`src/rtl/core/uthb_pkg.sv`:
```
// Shared types and constants for the 8N2 UART transmitter with holding buffer.
// No dependencies; every other file in rtl/core imports this package.

package uthb_pkg;

  localparam int DATA_W  = 8;
  localparam int PHASE_W = 4;

  typedef logic [PHASE_W-1:0] phase_t;

  // Bit phase: idle, data bits 0..7, two stop bits, then end of frame.
  localparam phase_t PHASE_IDLE       = 4'd0;
  localparam phase_t PHASE_FIRST_DATA = 4'd1;
  localparam phase_t PHASE_LAST_DATA  = 4'd8;
  localparam phase_t PHASE_STOP_A     = 4'd9;
  localparam phase_t PHASE_STOP_B     = 4'd10;

  // Item command codes.
  localparam logic CMD_TICK  = 1'b0;
  localparam logic CMD_WRITE = 1'b1;

  localparam logic LINE_IDLE  = 1'b1;
  localparam logic LINE_START = 1'b0;
  localparam logic LINE_STOP  = 1'b1;

  typedef struct packed {
    logic              command;
    logic [DATA_W-1:0] data;
  } item_t;

  typedef struct packed {
    logic accepted;
    logic line_level;
    logic holding_full;
    logic busy_res;
  } result_t;

endpackage

```
`src/rtl/core/uthb_if.sv`:
```
// Valid/ready channel interfaces for the UART transmitter item and result streams.
// Depends on uthb_pkg for payload widths.

interface uthb_in_if
  import uthb_pkg::*;
();
  logic              valid;
  logic              ready;
  logic              command;
  logic [DATA_W-1:0] data;

  modport source (output valid, output command, output data, input ready);
  modport sink   (input valid, input command, input data, output ready);
endinterface

interface uthb_out_if;
  logic valid;
  logic ready;
  logic accepted;
  logic line_level;
  logic holding_full;
  logic busy_res;

  modport source (output valid, output accepted, output line_level,
                  output holding_full, output busy_res, input ready);
  modport sink   (input valid, input accepted, input line_level,
                  input holding_full, input busy_res, output ready);
endinterface

```
`src/rtl/core/uart_tx_8n2_holding_buffer_unit.sv`:
```
// Top level of the 8N2 UART transmitter with a one-byte holding buffer.
// Depends on uthb_pkg, uthb_if, uthb_in_stage, uthb_core and uthb_out_stage.
//
//   channel  direction  handshake           payload
//   in_ch    sink       valid/ready         command, data
//   out_ch   source     valid/ready         accepted, line_level, holding_full, busy_res
//
// One item is taken per cycle while out_ch does not stall; the item is held in the input
// register, passes the state update, and its result is held in the result register,
// which presents it on out_ch until it transfers.
// Reset (rst_n low, synchronous) empties both stages, idles the phase, clears the
// buffer flag and drives the line high. A stall on out_ch holds the result; the
// held input item then waits and in_ch.ready drops once the input stage is full.

module uart_tx_8n2_holding_buffer_unit
  import uthb_pkg::*;
(
  input logic         clk,
  input logic         rst_n,
  uthb_in_if.sink     in_ch,
  uthb_out_if.source  out_ch
);

  item_t   in_item;
  item_t   item;
  logic    item_valid;
  logic    out_free;
  logic    advance;
  result_t res_nxt;
  result_t res_q;

  assign in_item.command = in_ch.command;
  assign in_item.data    = in_ch.data;

  // Process the held item whenever the result register can take its result.
  assign advance = item_valid && out_free;

  uthb_in_stage u_in_stage (
    .clk        (clk),
    .rst_n      (rst_n),
    .in_valid   (in_ch.valid),
    .in_ready   (in_ch.ready),
    .in_item    (in_item),
    .advance    (advance),
    .item_valid (item_valid),
    .item       (item)
  );

  // State advances only on an item that moves into the result register.
  uthb_core u_core (
    .clk     (clk),
    .rst_n   (rst_n),
    .advance (advance),
    .item    (item),
    .res     (res_nxt)
  );

  uthb_out_stage u_out_stage (
    .clk       (clk),
    .rst_n     (rst_n),
    .load      (advance),
    .res_in    (res_nxt),
    .free      (out_free),
    .out_valid (out_ch.valid),
    .out_ready (out_ch.ready),
    .res_out   (res_q)
  );

  assign out_ch.accepted     = res_q.accepted;
  assign out_ch.line_level   = res_q.line_level;
  assign out_ch.holding_full = res_q.holding_full;
  assign out_ch.busy_res     = res_q.busy_res;

endmodule

```
`src/rtl/core/uthb_in_stage.sv`:
```
// Input register stage: captures one item per transfer and holds it until processed.
// Depends on uthb_pkg.

module uthb_in_stage
  import uthb_pkg::*;
(
  input  logic  clk,
  input  logic  rst_n,
  input  logic  in_valid,
  output logic  in_ready,
  input  item_t in_item,
  input  logic  advance,
  output logic  item_valid,
  output item_t item
);

  logic  valid_r;
  item_t item_r;

  // Refill in the same cycle the held item moves on.
  assign in_ready   = !valid_r || advance;
  assign item_valid = valid_r;
  assign item       = item_r;

  always_ff @(posedge clk) begin
    if (!rst_n) begin
      valid_r <= 1'b0;
    end else if (in_ready) begin
      valid_r <= in_valid;
    end
  end

  always_ff @(posedge clk) begin
    if (in_ready && in_valid) begin
      item_r <= in_item;
    end
  end

endmodule

```
`src/rtl/core/uthb_core.sv`:
```
// Transmitter state and next-state logic: phase, shift register, holding buffer, line.
// Depends on uthb_pkg.

module uthb_core
  import uthb_pkg::*;
(
  input  logic    clk,
  input  logic    rst_n,
  input  logic    advance,
  input  item_t   item,
  output result_t res
);

  phase_t            bit_phase_r, bit_phase_nxt;
  logic [DATA_W-1:0] shift_r, shift_nxt;
  logic [DATA_W-1:0] hold_byte_r, hold_byte_nxt;
  logic              hold_valid_r, hold_valid_nxt;
  logic              tx_line_r, tx_line_nxt;
  logic              accepted;

  always_comb begin
    bit_phase_nxt  = bit_phase_r;
    shift_nxt      = shift_r;
    hold_byte_nxt  = hold_byte_r;
    hold_valid_nxt = hold_valid_r;
    tx_line_nxt    = tx_line_r;
    accepted       = 1'b0;

    if (item.command == CMD_WRITE) begin
      // Refuse when the buffer is full; otherwise store, and start if idle.
      if (!hold_valid_r) begin
        accepted = 1'b1;
        if (bit_phase_r == PHASE_IDLE) begin
          shift_nxt     = item.data;
          tx_line_nxt   = LINE_START;
          bit_phase_nxt = PHASE_FIRST_DATA;
        end else begin
          hold_byte_nxt  = item.data;
          hold_valid_nxt = 1'b1;
        end
      end
    end else begin
      case (bit_phase_r) inside
        PHASE_IDLE: begin
        end
        [PHASE_FIRST_DATA:PHASE_LAST_DATA]: begin
          tx_line_nxt   = shift_r[0];
          shift_nxt     = shift_r >> 1;
          bit_phase_nxt = bit_phase_r + phase_t'(1);
        end
        PHASE_STOP_A, PHASE_STOP_B: begin
          tx_line_nxt   = LINE_STOP;
          bit_phase_nxt = bit_phase_r + phase_t'(1);
        end
        default: begin
          // End of frame, also for the unused phases.
          if (hold_valid_r) begin
            shift_nxt      = hold_byte_r;
            hold_valid_nxt = 1'b0;
            tx_line_nxt    = LINE_START;
            bit_phase_nxt  = PHASE_FIRST_DATA;
          end else begin
            bit_phase_nxt = PHASE_IDLE;
          end
        end
      endcase
    end

    res.accepted     = accepted;
    res.line_level   = tx_line_nxt;
    res.holding_full = hold_valid_nxt;
    res.busy_res     = (bit_phase_nxt != PHASE_IDLE);
  end

  always_ff @(posedge clk) begin
    if (!rst_n) begin
      bit_phase_r  <= PHASE_IDLE;
      shift_r      <= '0;
      hold_valid_r <= 1'b0;
      tx_line_r    <= LINE_IDLE;
    end else if (advance) begin
      bit_phase_r  <= bit_phase_nxt;
      shift_r      <= shift_nxt;
      hold_valid_r <= hold_valid_nxt;
      tx_line_r    <= tx_line_nxt;
    end
  end

  always_ff @(posedge clk) begin
    if (advance) begin
      hold_byte_r <= hold_byte_nxt;
    end
  end

endmodule

```
`src/rtl/core/uthb_out_stage.sv`:
```
// Result register stage: holds one result until the downstream transfer completes.
// Depends on uthb_pkg.

module uthb_out_stage
  import uthb_pkg::*;
(
  input  logic    clk,
  input  logic    rst_n,
  input  logic    load,
  input  result_t res_in,
  output logic    free,
  output logic    out_valid,
  input  logic    out_ready,
  output result_t res_out
);

  logic    valid_r;
  result_t res_r;

  assign free      = !valid_r || out_ready;
  assign out_valid = valid_r;
  assign res_out   = res_r;

  always_ff @(posedge clk) begin
    if (!rst_n) begin
      valid_r <= 1'b0;
    end else if (free) begin
      valid_r <= load;
    end
  end

  always_ff @(posedge clk) begin
    if (load) begin
      res_r <= res_in;
    end
  end

endmodule

```
`src/flat_wrapper.sv`:
```
// flat-port wrapper written by rule: the top's interface ports become plain ports
module uart_tx_8n2_holding_buffer_unit_flat import uthb_pkg::*;
  (clk, rst_n, in_ch_valid, in_ch_command, in_ch_data, in_ch_ready, out_ch_valid, out_ch_accepted, out_ch_line_level, out_ch_holding_full, out_ch_busy_res, out_ch_ready);
  uthb_in_if in_ch_i ();
  uthb_out_if out_ch_i ();
  input logic clk;
  input logic rst_n;
  input wire logic [$bits(in_ch_i.valid)-1:0] in_ch_valid;
  input wire logic [$bits(in_ch_i.command)-1:0] in_ch_command;
  input wire logic [$bits(in_ch_i.data)-1:0] in_ch_data;
  output wire logic [$bits(in_ch_i.ready)-1:0] in_ch_ready;
  output wire logic [$bits(out_ch_i.valid)-1:0] out_ch_valid;
  output wire logic [$bits(out_ch_i.accepted)-1:0] out_ch_accepted;
  output wire logic [$bits(out_ch_i.line_level)-1:0] out_ch_line_level;
  output wire logic [$bits(out_ch_i.holding_full)-1:0] out_ch_holding_full;
  output wire logic [$bits(out_ch_i.busy_res)-1:0] out_ch_busy_res;
  input wire logic [$bits(out_ch_i.ready)-1:0] out_ch_ready;
  assign in_ch_i.valid = in_ch_valid;
  assign in_ch_i.command = in_ch_command;
  assign in_ch_i.data = in_ch_data;
  assign in_ch_ready = in_ch_i.ready;
  assign out_ch_valid = out_ch_i.valid;
  assign out_ch_accepted = out_ch_i.accepted;
  assign out_ch_line_level = out_ch_i.line_level;
  assign out_ch_holding_full = out_ch_i.holding_full;
  assign out_ch_busy_res = out_ch_i.busy_res;
  assign out_ch_i.ready = out_ch_ready;
  uart_tx_8n2_holding_buffer_unit u_core (.clk(clk), .rst_n(rst_n), .in_ch(in_ch_i), .out_ch(out_ch_i));
endmodule
```
`config.mk`:
```
export PLATFORM = sky130hd
export DESIGN_NAME = uart_tx_8n2_holding_buffer_unit_flat
export DESIGN_NICKNAME = d
export VERILOG_FILES = /design/src/rtl/core/uthb_pkg.sv /design/src/rtl/core/uthb_if.sv /design/src/rtl/core/uart_tx_8n2_holding_buffer_unit.sv /design/src/rtl/core/uthb_in_stage.sv /design/src/rtl/core/uthb_core.sv /design/src/rtl/core/uthb_out_stage.sv /design/src/flat_wrapper.sv
export SDC_FILE = /design/constraint.sdc
export NUM_CORES = 1
export LEC_CHECK = 0
export BUFFER_PORTS_ARGS = -buffer_cell sky130_fd_sc_hd__buf_2
export CORE_ASPECT_RATIO = 0.8
export CORE_MARGIN = 2
export CORE_UTILIZATION = 60
export DETAILED_ROUTE_END_ITERATION = 10
export PLACE_DENSITY = 0.83
export SYNTH_ARGS = -nofsm -noshare
export SYNTH_HDL_FRONTEND = slang
export SYNTH_HIERARCHICAL = 1
export SYNTH_SLANG_ARGS = --single-unit
```
`constraint.sdc`:
```
create_clock -name clk -period 3.78 [get_ports clk]
set_input_delay 0.189 -clock clk [delete_from_list [all_inputs] [get_ports clk]]
set_output_delay 0.189 -clock clk [all_outputs]
set_load 0.05 [all_outputs]
```
Yosys cells after proc, flatten, opt, wreduce, memory -nomap -nowiden
Cells that the tools add are included.

Add/subtract/negate cells: 1. Order comparisons: 2. Eq/ne operators: 6. Muxes and demuxes: 28. Bitwise logic cells: 2. Reductions and logical operators: 13.

Operators with widths (count): 8-bit two-way mux (7); 4-bit two-way mux (6); 1-bit two-way mux (15); 4-bit == test, second input constant (2); 4-bit nonzero test (2); 6-bit AND reduction (1); 4-bit by 1-bit adder with 4-bit output, second input constant (1); 4-bit by 1-bit >= comparator with 1-bit output, second input constant (1); 4-bit <= comparator, second input constant (1); 4-bit zero test (1); 2-bit inequality test, second input constant (2); 4-bit AND reduction (1); 1-bit logical AND (3); 3-bit by 2-bit inequality test with 1-bit output, second input constant (1); 1-bit zero test (2); 1-bit logical OR (2); 2-bit by 1-bit inequality test with 1-bit output, second input constant (1); 1-bit NOT (2); 2-bit OR reduction (1).

Register bits after elaboration: 37. Input bits: 13. Output and inout port bits: 6. Word-level logic and storage cells: 65.

Logic depth before layout (Yosys ltp)
Gate-level depths: netlist of the first run.

Depth in word-level cells: 7. Mapped depth: 8. Mapped depth without buffers: 7.

Cells and area by module
The synthesis of the first run kept the hierarchy.

Modules (own cells, without submodules): uthb_core (instances 1, cells each 148, area an instance 1392.6 um2, seq. area each 520.5 um2); uthb_in_stage (instances 1, cells each 14, area an instance 327.8 um2, seq. area each 290.3 um2); uthb_out_stage (instances 1, cells each 8, area an instance 168.9 um2, seq. area each 140.1 um2); uart_tx_8n2_holding_buffer_unit (instances 1, cells each 1, area an instance 6.3 um2, seq. area each 0.0 um2).

Worst setup path after synthesis of the first run
No wires, ideal clock.

Path type: register to register. Start: reg u_core.u_core.bit_phase_r[0]. End: reg u_core.u_out_stage.res_r (netlist bit u_core/u_out_stage/res_out[2]), data pin. Setup time: 0.251 ns. Arrival time: 1.971 ns. Required time: 3.529 ns. Path slack: 1.557 ns. Stages on the path, launching flop included: 9. Buffers on the path: 1. Period minus slack after synthesis: 2.223 ns. Cells stage by stage: dfxtp_1 inv_1 ha_1 or4b_2 nand2_1 nor3_1 o21a_1 a21o_1 buf_4.

Longest elaborated chain between the ends: 6. Elaborated cells on any way between the ends: 13. Classes of those cells: order compare (2); eq/ne (2); mux (6); reduce/logical (3).

Ends and longest elaborated chain: start, declared (RTL line uthb_core.sv:14) `phase_t bit_phase_r, bit_phase_nxt;`; start signal, assigned (RTL line uthb_core.sv:82) `bit_phase_r <= bit_phase_nxt;`; 4-bit == test (no source line); 2-bit OR reduction (RTL line uthb_core.sv:43) `case (bit_phase_r) inside`; 1-bit two-way mux (3 in a row) (RTL line uthb_core.sv:43); 1-bit two-way mux (*) (RTL line uthb_core.sv:29) `if (item.command == CMD_WRITE) begin`; via u_core.u_core.tx_line_nxt (RTL line uthb_core.sv:18) `logic tx_line_r, tx_line_nxt;`; end signal, assigned (RTL line uthb_out_stage.sv:34) `res_r <= res_in;`; end, declared (RTL line uthb_out_stage.sv:18) `result_t res_r;`.

The timed path passes the listed nets; every way through them passes the cells marked *. A chain may end at the register's enable or synchronous reset.

Worst setup path after layout of the first run
Start: reg u_core.u_core.bit_phase_r[0]. End: reg u_core.u_core.tx_line_r.

Longest elaborated chain between the ends: 6. Elaborated cells on any way between the ends: 13. Classes of those cells: order compare (2); eq/ne (2); mux (6); reduce/logical (3).

Ends and longest elaborated chain: 4-bit == test (no source line); 2-bit OR reduction (RTL line uthb_core.sv:43); 1-bit two-way mux (3 in a row) (RTL line uthb_core.sv:43); 1-bit two-way mux (*) (RTL line uthb_core.sv:29); end signal, assigned (RTL line uthb_core.sv:85) `tx_line_r <= tx_line_nxt;`; end, declared (RTL line uthb_core.sv:18).

Every way passes the cells marked *; elsewhere a longest branch is shown, timed or not.

==> results of run 1 <==
==> sequential cells by signal, indices dropped and copies added, names as in the netlist <==
name	count
u_core/u_core/bit_phase_r	4
u_core/u_core/hold_byte_r	8
u_core/u_in_stage/item	9
u_core/u_out_stage/res_out	4
u_core/u_in_stage/item_valid	1
u_core/u_core/tx_line_r	1
u_core/u_out_stage/out_valid	1
u_core/u_core/hold_valid_r	1
u_core/u_core/shift_r	8
==> cell type report <==
cell class / instances / area, µm²
Tap cell: 40 / 50.05
Multi-Input combinational cell: 116 / 858.3
Clock buffer: 6 / 72.57
Sequential cell: 37 / 950.9
Fill cell: 213 / 962.2
Clock inverter: 2 / 33.78
Inverter: 6 / 22.52
Timing Repair Buffer: 18 / 90.09
==> synth_stat cells (2+ instances only) <==
cell type	number
a21oi_1	4
o211a_1	2
ha_1	5
o211ai_1	9
nor3_1	4
edfxtp_1	21
nor2_1	5
mux2i_1	7
nand3_1	3
a21o_1	2
o21ai_0	7
inv_1	6
and3_1	2
clkbuf_1	8
buf_4	3
nand3b_1	3
mux2_2	7
nand2b_4	2
nand2_1	15
a31oi_1	4
o21a_1	3
nor2b_1	3
dfxtp_1	16
nand2b_1	11
a21boi_2	2
==> logic make-up after synthesis <==
group,count (synthesis),share of synthesized area
AND/OR/NAND/NOR,56,0.1782
adder cells (fa/ha/maj),5,0.03300
multiplexers,14,0.07855
buffers and inverters,18,0.04554
flip-flops,37,0.5016
AO/OA/AOI/OAI,41,0.1630
==> worst paths after layout <==
check / cells past startpoint / end / start / slack (ns)
worst max-delay path: 7 / u_core/u_core/tx_line_r / u_core/u_core/bit_phase_r[0] / 1.31
worst min-delay path: 1 / u_core/u_in_stage/item[5] / in_ch_data[5] / 0.08
worst max register to register: 7 / u_core/u_core/tx_line_r / u_core/u_core/bit_phase_r[0] / 1.31
worst min register to register: 0 / u_core/u_core/hold_byte_r[5] / u_core/u_in_stage/item[5] / 0.44
==> through the flow <==
step,setup WS (ns),std cells,cell area [µm²],util
6_report,1.309,225,2078,0.6835
2_1_floorplan,1.557,171,1896,-
5_1_grt,1.205,225,2078,0.6835
3_3_place_gp,1.454,217,1972,0.6486
4_1_cts,1.346,225,2078,0.6835
3_5_place_dp,1.365,217,1972,0.6486
==> metal layers <==
layer	part of all wire	vias up	global-route usage	wire, µm
met2	0.47	74	0.3567	1748
li1	-	652	-	-
met1	0.42	624	0.2905	1537
met3	0.096	10	0.06996	353
met5	0	-	0	0
met4	0.014	0	0.05782	51
==> power by group <==
group          internal [mW]  switching, mW  leakage (nW)  total (mW)
combinational         0.0868          0.122         0.404       0.209
clock                  0.195          0.132        0.0528       0.326
sequential             0.457         0.0221         0.328       0.479
total                  0.739          0.276         0.785        1.01
==> results.md, run 1 <==
- EDFF count, synth: 21
- Crit-path leading delay family: simple AND/OR/NAND/NOR gates
- Syn Inst Count: ~170
- Startpoint types: flip-flop
- Ranking of synthesized cells by area: edfxtp_1 (33%), dfxtp_1 (17%), mux2_2 (4.2%)
- GRT Total Usage: 0.2200
- Hold WS: roughly 0.076 ns
- Worst-margin pin slew: around 0.81 ns
- I/O Pins: 19
- Postcts setup bufs: 0
- Worst-path fanout max: 7
- Synth Warn #: 6
- Final Power: slightly above 1 mW
- # hold bufs at CTS: 0
- Routability Congestion: slightly above 0.9
- CTS tree: yes
- Critical path class: flip-flop to flip-flop
- Fin crit share: 0.6537
- Post-cts sizing count: 0
- Vias: between 1000 and 1500
- Vias in the first global route: roughly 1200
- WP data required: 3.95 ns
- Die width: around 67 µm
- Total CTS buffers: 5
- Clock slew seen by the registers of the worst setup and hold paths: about 0.070 ns
- Drt total wl: 3690 µm
- Most frequent cells in the layout: edfxtp_1 (21), buf_2 (18), dfxtp_1 (16)
- Flops & latches, synth: 37
- Synth top area share: 0.3327
- Avg Synthesized Cell Area: between 10 and 15 µm²
- Crit path DAT: roughly 2.6 ns
- Async SR Flop Fraction: 0
- Max VDD drop: 0.3645 mV
- CTS root buf: clkbuf_8
- Hold Path Class: primary input to flip-flop
- Congestion Overflow GR: 0
- Die extent in y: roughly 54 µm
- Crit path capture type: flip-flop
- Critical path cell sequence: inv_1 -> ha_1 -> or4b_2 -> nand2_1 -> nor3_1 -> o21a_1 -> a221o_1
- Crit-path slowest cell: or4b_2
- Clk Latency, worst-skew pair: roughly 0.28 ns
- Area growth, synth to finish: 9.637%
- Fin crit period: approximately 2.5 ns
- Syn nets: about 190
- Clk_skew: ~0.0016 ns
- Avg WL per Cell: roughly 16 µm
- CTS sink cnt: 37
- N_diodes: 0
- Status: finished, final reports clean
- Total core area: 0.003040 mm²
- Post-detailed-route DRC marker count: 0
- DR iter-0 viols: roughly 90
- Die Area: about 0.0036 mm²
- Starting Density: 0.6235
- Pleak: 0.7845 nW
- FMAX: 404.7 MHz
- Final Hold Fails: 0
- Relative slew slack: 0.4606
- Buffers on Ports: 18
- Pre-antenna DRT Iters: 5
- Post-layout net count: 202
- Initial antenna violation count: 0
- First-pass GRT wire length: ~5700 µm
- Clock H-tree levels: 2
- Max-Cap Viols: 0
- Vias/cell: 6.044
- Layout cells sized above 1: 0.2216
- RSZ-0062 raised after global routing: no
- Row count: 18
- Routed Antenna Nets: 0
- Synth cell types: 42
- CP peak stage delay: between 0.6 and 0.7 ns
- HPWL Detailed: around 2600 µm
- Pins Over Slew Limit: 0
- Largest net degree at the start of global routing: 29
- Power Dens Cells: between 400 and 500 mW/mm²
- Leading cell type in the layout, fill and taps excluded: edfxtp_1
- Mapped Area: approximately 0.0019 mm²
- Sequential area share after synthesis: 0.5017
- Setup TNS: 0 ns
- Max Buffers Root-to-Sink: 2
- Dominant cell type by area after synthesis: edfxtp_1
- CP bufs+invs: 1
- Final setup violation count: 0
- Post-synth top flop: edfxtp_1
(Power assumes the default switching activity.)
==> inputs of run 2 (changes only) <==
Settings changed: CORE_UTILIZATION 60 to 58, PLACE_DENSITY 0.83 to 0.81.
Clock period 3.78 ns to 2.39 ns, I/O delays scaled along.
==> run 2 against run 1 <==
- sequential share of layout area down 1.6 points
- highest routed layer unchanged
- routed wire length up 6.7%
- design area up 3.7%
- non-clock buffer count up 11
- clock-buffer cell count up 1
- clock skew up 0.0046 ns
- register-to-register slack worse by 1.2 ns
- worst setup slack worse by 1.2 ns
- critical path type unchanged
- via count up 2.9%
- sequential cell count unchanged
- largest power group unchanged
==> results.md, run 2 (synthesis results as in run 1) <==
- Status: finished, final reports clean
- Starting Density: 0.6099 (-0.01355)
- Post-layout net count: 213 (+5.4%)
- CP peak stage delay: 0.69 ns (+0.03 ns)
- Area growth, synth to finish: 13.66%
- Drt total wl: 3939 µm (+6.7%)
- Final Hold Fails: 0 (unchanged)
- Fillers: 242 (+14%)
- Routed Antenna Nets: 0 (unchanged)
- Clk_skew: 0.006112 ns (+0.004553 ns)
- Pre-antenna DRT Iters: 4 (-1)
- Hold WS: 0.01315 ns (-0.06285 ns)
- Die Area: 0.003744 mm² (+3.2%)
- Max VDD drop: 0.5467 mV (+50%)
- Clock slew seen by the registers of the worst setup and hold paths: 0.07 ns (about the same)
- Worst-margin pin slew: 0.5885 ns (-0.2206 ns)
- Fin crit share: 0.9646 (+0.3109)
- Total core area: 0.003108 mm² (+2.2%)
- Final setup violation count: 0 (unchanged)
- Critical path class: flip-flop to flip-flop
- FMAX: 433.8 MHz (+7.2%)
- Vias in the first global route: 1323 (+7.6%)
- CTS tree: yes
- Die width: 67.92 µm (+1.6%)
- Routability Congestion: 0.9203 (-1.6%)
- N_diodes: 0 (unchanged)
- Crit path capture type: flip-flop
- Relative slew slack: 0.6068 (+0.1462)
- First-pass GRT wire length: 6168 µm (+7.5%)
- CP bufs+invs: 1 (unchanged)
- Max-Cap Viols: 0 (unchanged)
- GRT Total Usage: 0.2371 (+0.01709)
- Hold Path Class: primary input to flip-flop
- Buffers on Ports: 18 (unchanged)
- Largest net degree at the start of global routing: 21 (-28%)
- Crit path DAT: 2.34 ns (-0.30 ns)
- I/O Pins: 19 (unchanged)
- Most frequent cells in the layout: edfxtp_1 (21), buf_2 (18), nand2_1 (15), dfxtp_1 (15), nand2b_1 (11)
- HPWL Detailed: 2711 µm (+5.2%)
- Vias/cell: 5.932 (-1.9%)
- Min-Delay Endpoint: u_core/u_in_stage/item[2]
- Worst Hold Depth: 1 (unchanged)
- Power Dens Cells: 702.6 mW/mm² (+44%)
- Startpoint types: flip-flop
- Critical path cell sequence: inv_1 -> ha_1 -> or4b_2 -> nand2_1 -> nor3_1 -> o21a_1 -> a211o_1
- Pleak: 0.8246 nW (+5.1%)
- Fin crit period: 2.305 ns (-0.1657 ns)
- R2R Setup Slk: 0.08 ns (-1.22 ns)
- Avg WL per Cell: 16.69 µm (+1.8%)
- Row count: 18 (unchanged)
- Vias: 1400 (+2.9%)
- Postcts setup bufs: 0 (unchanged)
- Die extent in y: 55.14 µm (+1.6%)
- R2r endpoint: u_core/u_out_stage/res_out[0]
- CTS sink cnt: 37 (unchanged)
- Pins Over Slew Limit: 0 (unchanged)
- Reg2reg start: u_core/u_core/bit_phase_r[0]
- Initial antenna violation count: 0 (unchanged)
- Crit-path slowest cell: or4b_2
- Max reg flops: 9 (unchanged)
- WP data required: 2.42 ns (-1.53 ns)
- Post-detailed-route DRC marker count: 0 (unchanged)
- R2R depth: 7 (unchanged)
- RSZ-0062 raised after global routing: no
- Leading cell type in the layout, fill and taps excluded: edfxtp_1
- Worst-path fanout max: 5 (-2)
- Total CTS buffers: 5 (unchanged)
- CTS root buf: clkbuf_8
- Hold_sp: in_ch_data[2]
- Clock H-tree levels: 2 (unchanged)
- DR iter-0 viols: 109 (+20%)
- Clk Latency, worst-skew pair: 0.28 ns (about the same)
- Crit-path leading delay family: simple AND/OR/NAND/NOR gates
- Congestion Overflow GR: 0 (unchanged)
- Setup TNS: 0 ns (unchanged)
- Max Buffers Root-to-Sink: 2 (unchanged)
- Layout cells sized above 1: 0.2449 (+0.02328)
run 2: what timing repair did:
item	CTS	global route
setup endpoints to repair	1	4
gates cloned	0	0
gates resized for setup	1	1
hold endpoints to repair	4	2
hold buffers	4	2
run 2: per-layer routing:
layer | routed length, µm | up-vias | track usage | part of all wire
met5 | 0 | - | 0 | 0
met3 | 237 | 4 | 0.05870 | 0.060
met2 | 1931 | 54 | 0.3791 | 0.49
li1 | - | 666 | - | -
met1 | 1726 | 676 | 0.2972 | 0.44
met4 | 43 | 0 | 0.1367 | 0.011
run 2: how the worst max path moves through the flow:
stage	from	to	slack [ns]	cells past startpoint
2_1_floorplan	u_core/u_core/bit_phase_r[0]	u_core/u_out_stage/res_out[2]	0.17	8
3_3_place_gp	u_core/u_core/bit_phase_r[1]	u_core/u_core/shift_r[7]	0.05	7
3_5_place_dp	u_core/u_core/bit_phase_r[1]	u_core/u_core/shift_r[7]	0.007	7
4_1_cts	u_core/u_core/bit_phase_r[1]	u_core/u_out_stage/res_out[0]	0.07	7
5_1_grt	u_core/u_core/bit_phase_r[0]	u_core/u_out_stage/res_out[0]	0.01	8
6_report	u_core/u_core/bit_phase_r[0]	u_core/u_out_stage/res_out[0]	0.08	7
run 2: through the flow:
step	total power [mW]	utilization	instance area (µm²)	std cells	setup WS [ns]
6_report	1.514	0.6932	2155	236	0.08459
5_1_grt	1.577	0.6932	2155	236	0.01005
4_1_cts	1.518	0.6864	2133	234	0.06980
3_5_place_dp	1.105	0.6465	2009	222	0.007494
3_3_place_gp	1.091	0.6465	2009	222	0.05451
2_1_floorplan	1.034	-	1896	171	0.1674
run 2: layout make-up:
type / count / area, µm² / share of cell area
Sequential cell: 37 / 952.2 / 0.4419
Inverter: 6 / 22.52 / 0.01045
Clock buffer: 7 / 76.32 / 0.03542
Multi-Input combinational cell: 116 / 860.8 / 0.3995
Clock inverter: 1 / 5.005 / 0.002323
Timing Repair Buffer: 29 / 187.7 / 0.08711
Tap cell: 40 / 50.05 / 0.02323
run 2: worst reg2reg max path: cells and delay by family (launching register included):
kind            cells  cell delay [ns]
simple gates        3             0.92
compound gates      2             0.40
buf+inv             1             0.12
fa+ha+maj           1             0.24
flops               1             0.38
run 2: power by group:
| group | total (mW) | internal (mW) | switching [mW] |
|---|---|---|---|
| Clock | 0.407 | 0.204 | 0.203 |
| Combinational | 0.354 | 0.153 | 0.201 |
| Sequential | 0.753 | 0.724 | 0.0296 |
==> inputs of run 3 (changes only) <==
Settings changed: ABC_AREA set to 1, CORE_UTILIZATION 58 to 57, PLACE_DENSITY 0.81 to 0.8, SYNTH_HIERARCHICAL 1 to unset.
==> run 3 against run 2 <==
- via count rose by 5.4%
- largest power group unchanged
- power shrank 3.2%
- critical path type unchanged
- global-route usage rose by 0.31 points
- first-iteration DRC count is 14% lower
==> results.md, run 3 <==
- Fin crit share: 0.8673 (-0.09727)
- Pleak: 0.9306 nW (+13%)
- Layout cells sized above 1: 0.1548 (-0.09009)
- CTS root buf: clkbuf_8
- Sequential area share after synthesis: 0.5379 (+0.03621)
- DR iter-0 viols: 94 (-14%)
- Vias/cell: 5.287 (-11%)
- Comb power frac: 0.187 (-0.047)
- Final setup violation count: 0 (unchanged)
- Worst-margin pin slew: 0.4276 ns (-0.1609 ns)
- Final Power: 1.465 mW (-3.2%)
- Avg Synthesized Cell Area: 8.500 µm² (-23%)
- RSZ-0062 raised after global routing: no
- Vias: 1475 (+5.4%)
- Crit path DAT: 2.12 ns (-0.22 ns)
- First-pass GRT wire length: 5940 µm (-3.7%)
- CTS sink cnt: 37 (unchanged)
- Max reg flops: 9 (unchanged)
- Hold Path Class: primary input to flip-flop
- Worst Hold Depth: 3 (+2)
- Dpl ws: 0.2414 ns (+0.2339 ns)
- GR peak layer: met2
- Crit path capture type: flip-flop
- Area growth, synth to finish: 16.77%
- GRT Total Usage: 0.2401 (+0.003052)
- Min-Delay Endpoint: u_core.u_in_stage.item_valid
- Pre-antenna DRT Iters: 5 (+1)
- Simple-gate share of the synthesized area: 0.2604 (+0.08222)
- Hold WS: 0.1042 ns (+0.09104 ns)
- Cell area after placement: 0.001882 mm² (-6.4%)
- Dpl cells: 262 (+18%)
- Vias in the first global route: 1290 (-2.5%)
- WP data required: 2.44 ns (+0.02 ns)
- M3 GR Usage: 0.05439 (-0.004311)
- Synth top area share: 0.3567 (+0.02401)
- Met2 usage: 0.3567 (-0.02242)
- Final WS setup: 0.3171 ns (+0.2325 ns)
- Clock H-tree levels: 2 (unchanged)
- R2R depth: 10 (+3)
- Max-Cap Viols: 0 (unchanged)
- Initial antenna violation count: 0 (unchanged)
- Synth cell types: 24 (-43%)
- Commonest cells in the netlist: nand2_1 (49), nor2_1 (31), inv_1 (25)
- Crit-path slowest cell: dfxtp_1
- Syn Inst Count: 208 (+22%)
- Largest net degree at the start of global routing: 17 (-19%)
- Net Switching: 0.4502 mW (+4.0%)
- Critical path cell sequence: inv_1 -> ha_1 -> nand2_1 -> nand2_2 -> nand2_2 -> nand2_1 -> nand2_1 -> o21ai_0 -> nor2_1 -> nand3b_1
- Leading cell type in the layout, fill and taps excluded: nand2_1
- R2R Setup Slk: 0.32 ns (+0.23 ns)
- Fin cells: 279 (+18%)
- N_diodes: 0 (unchanged)
- Synth Area in XOR/XNOR: 0.009908 (+0.009908)
- FMAX: 482.4 MHz (+11%)
- CP dominant cell by count: nand2_1
- Die extent in y: 53.82 µm (-2.4%)
- Syn nets: 226 (+20%)
- Final Hold Fails: 0 (unchanged)
- CP bufs+invs: 1 (unchanged)
- Congestion Overflow GR: 0 (unchanged)
- Clock slew seen by the registers of the worst setup and hold paths: 0.08 ns (about the same)
- Die Area: 0.003566 mm² (-4.8%)
- Sw Ratio: 0.3073 (+0.02126)
- Starting Density: 0.5858 (-0.02408)
- Pins Over Slew Limit: 0 (unchanged)
- Power Dens Cells: 709.7 mW/mm² (+1.0%)
- Avg WL per Cell: 13.30 µm (-20%)
- Largest family of logic cells by synthesized area: simple AND/OR/NAND/NOR gates
- Row count: 18 (unchanged)
- Final core utilization: 0.6841 (-0.009157)
- Reg2reg start: u_core.u_core.bit_phase_r[0]
- EDFF count, synth: 21 (unchanged)
- R2r endpoint: u_core.u_out_stage.res_out[0]
- Compound-gate portion of the synthesized area: 0.07785 (-0.08519)
- Ranking of synthesized cells by area: edfxtp_1 (36%), dfxtp_1 (18%), nand2_1 (10%)
- Flops & latches, synth: 37 (unchanged)
- Status: finished, final reports clean
- Total core area: 0.003018 mm² (-2.9%)
- Dominant cell type by area after synthesis: edfxtp_1
- Most frequent cells in the layout: nand2_1 (48), nor2_1 (31), inv_1 (25)
- Fin crit period: 2.073 ns (-0.2325 ns)
- Critical path class: flip-flop to flip-flop
- Worst-path fanout max: 12 (+7)
- CP peak stage delay: 0.41 ns (-0.28 ns)
- CP startpoint: u_core.u_core.bit_phase_r[0]
- Mux cell area share after synthesis: 0 (-0.07855)
- Post-detailed-route DRC marker count: 0 (unchanged)
- Relative slew slack: 0.7143 (+0.1074)
- Reg power frac: 0.510 (+0.012)
- I/O Pins: 19 (unchanged)
- Max VDD drop: 0.5408 mV (-1.1%)
- Drt total wl: 3710 µm (-5.8%)
- Setup TNS: 0 ns (unchanged)
- Buffers on Ports: 18 (unchanged)
- Routed Antenna Nets: 0 (unchanged)
- Post-layout net count: 256 (+20%)
- Most common cell in the netlist: nand2_1
- HPWL Detailed: 2484 µm (-8.4%)
- Adder-Cell Fraction of Synth Area: 0.03539 (+0.002382)
- Total CTS buffers: 5 (unchanged)
- Clock power share: 0.304 (+0.035)
- Met1 usage: 0.3261 (+0.02899)
- Max Buffers Root-to-Sink: 2 (unchanged)
- Crit-path leading delay family: simple AND/OR/NAND/NOR gates
- Die width: 66.27 µm (-2.4%)
- Async SR Flop Fraction: 0 (unchanged)
- Clk_skew: 0.009987 ns (+0.003876 ns)
- Postcts setup bufs: 0 (unchanged)
- Hold_sp: in_ch_valid
- Internal: 1.015 mW (-6.1%)
- Startpoint types: flip-flop
- Mapped Area: 0.001768 mm² (-6.7%)
- CTS tree: yes
- Finished Cell Area: 0.002064 mm² (-4.2%)
- Routability Congestion: 0.8449 (-8.2%)
- Clk Latency, worst-skew pair: 0.30 ns (+0.02 ns)
- Post-synth top flop: edfxtp_1
- Synth Warn #: 0 (-6)
run 3: cell types whose count changed in the layout (fill, tap and decap cells not counted), moves of 5 or more:
cell / previous run / this run
a21oi_1: 4 / 9
mux2i_1: 7 / 0
nand2b_1: 11 / 0
o211ai_1: 9 / 0
nand3_1: 3 / 15
nor2_1: 5 / 31
mux2_2: 7 / 0
inv_1: 6 / 25
nand2_1: 15 / 48
run 3: power by group through the flow:
stage,combinational [mW],sequential (mW),clock (mW)
global route,0.309,0.751,0.473
CTS,0.268,0.746,0.453
floorplan,0.184,0.774,0
finish,0.273,0.747,0.445
global placement,0.251,0.758,0
detailed placement,0.256,0.760,0
run 3: worst max path at each step:
stage                                                to  depth (start not counted)  slack (ns)
after global placement    u_core.u_out_stage.res_out[0]                         10        0.37
after detailed placement  u_core.u_out_stage.res_out[0]                         10        0.24
after global routing      u_core.u_out_stage.res_out[0]                         10         0.1
final                     u_core.u_out_stage.res_out[0]                         10        0.32
after floorplan            u_core.u_core.hold_byte_r[0]                          4        0.20
after CTS                 u_core.u_out_stage.res_out[0]                         10        0.23
run 3: routing by layer:
| metal | up-vias | part of all wire | wire (µm) |
|---|---|---|---|
| met5 | - | 0 | 0 |
| met4 | 0 | 0.022 | 80 |
| met3 | 7 | 0.073 | 269 |
| met2 | 64 | 0.46 | 1690 |
| met1 | 668 | 0.45 | 1671 |
| li1 | 736 | - | - |
run 3: cell families after synthesis:
kind of cell               count (synthesis)
and+or+nand+nor                          107
DFF                                       37
buffers and inverters                     32
AOI/OAI and AO/OA                         25
adders and majority gates                  5
xor gates and xnor gates                   2
run 3: cell type report:
cell class	instances	area [µm²]
fillers	245	953.4
flip-flops and latches	37	950.9
multi-input cells	139	680.7
repair buffers	29	195.2
inverters	26	97.59
clock buffers	5	68.82
well taps	40	50.05
clock inverters	3	21.27
run 3: worst min-delay path, stage by stage:
cell and delay (ns):
buf_2 0.10, nand2_1 0.07, a21oi_1 0.06
run 3: timing repair:
action / CTS / global route
endpoints found under the setup margin: 0 / 1
gates resized for setup: 0 / 1
hold endpoints to repair: 9 / 0
hold buffers: 9 / 0
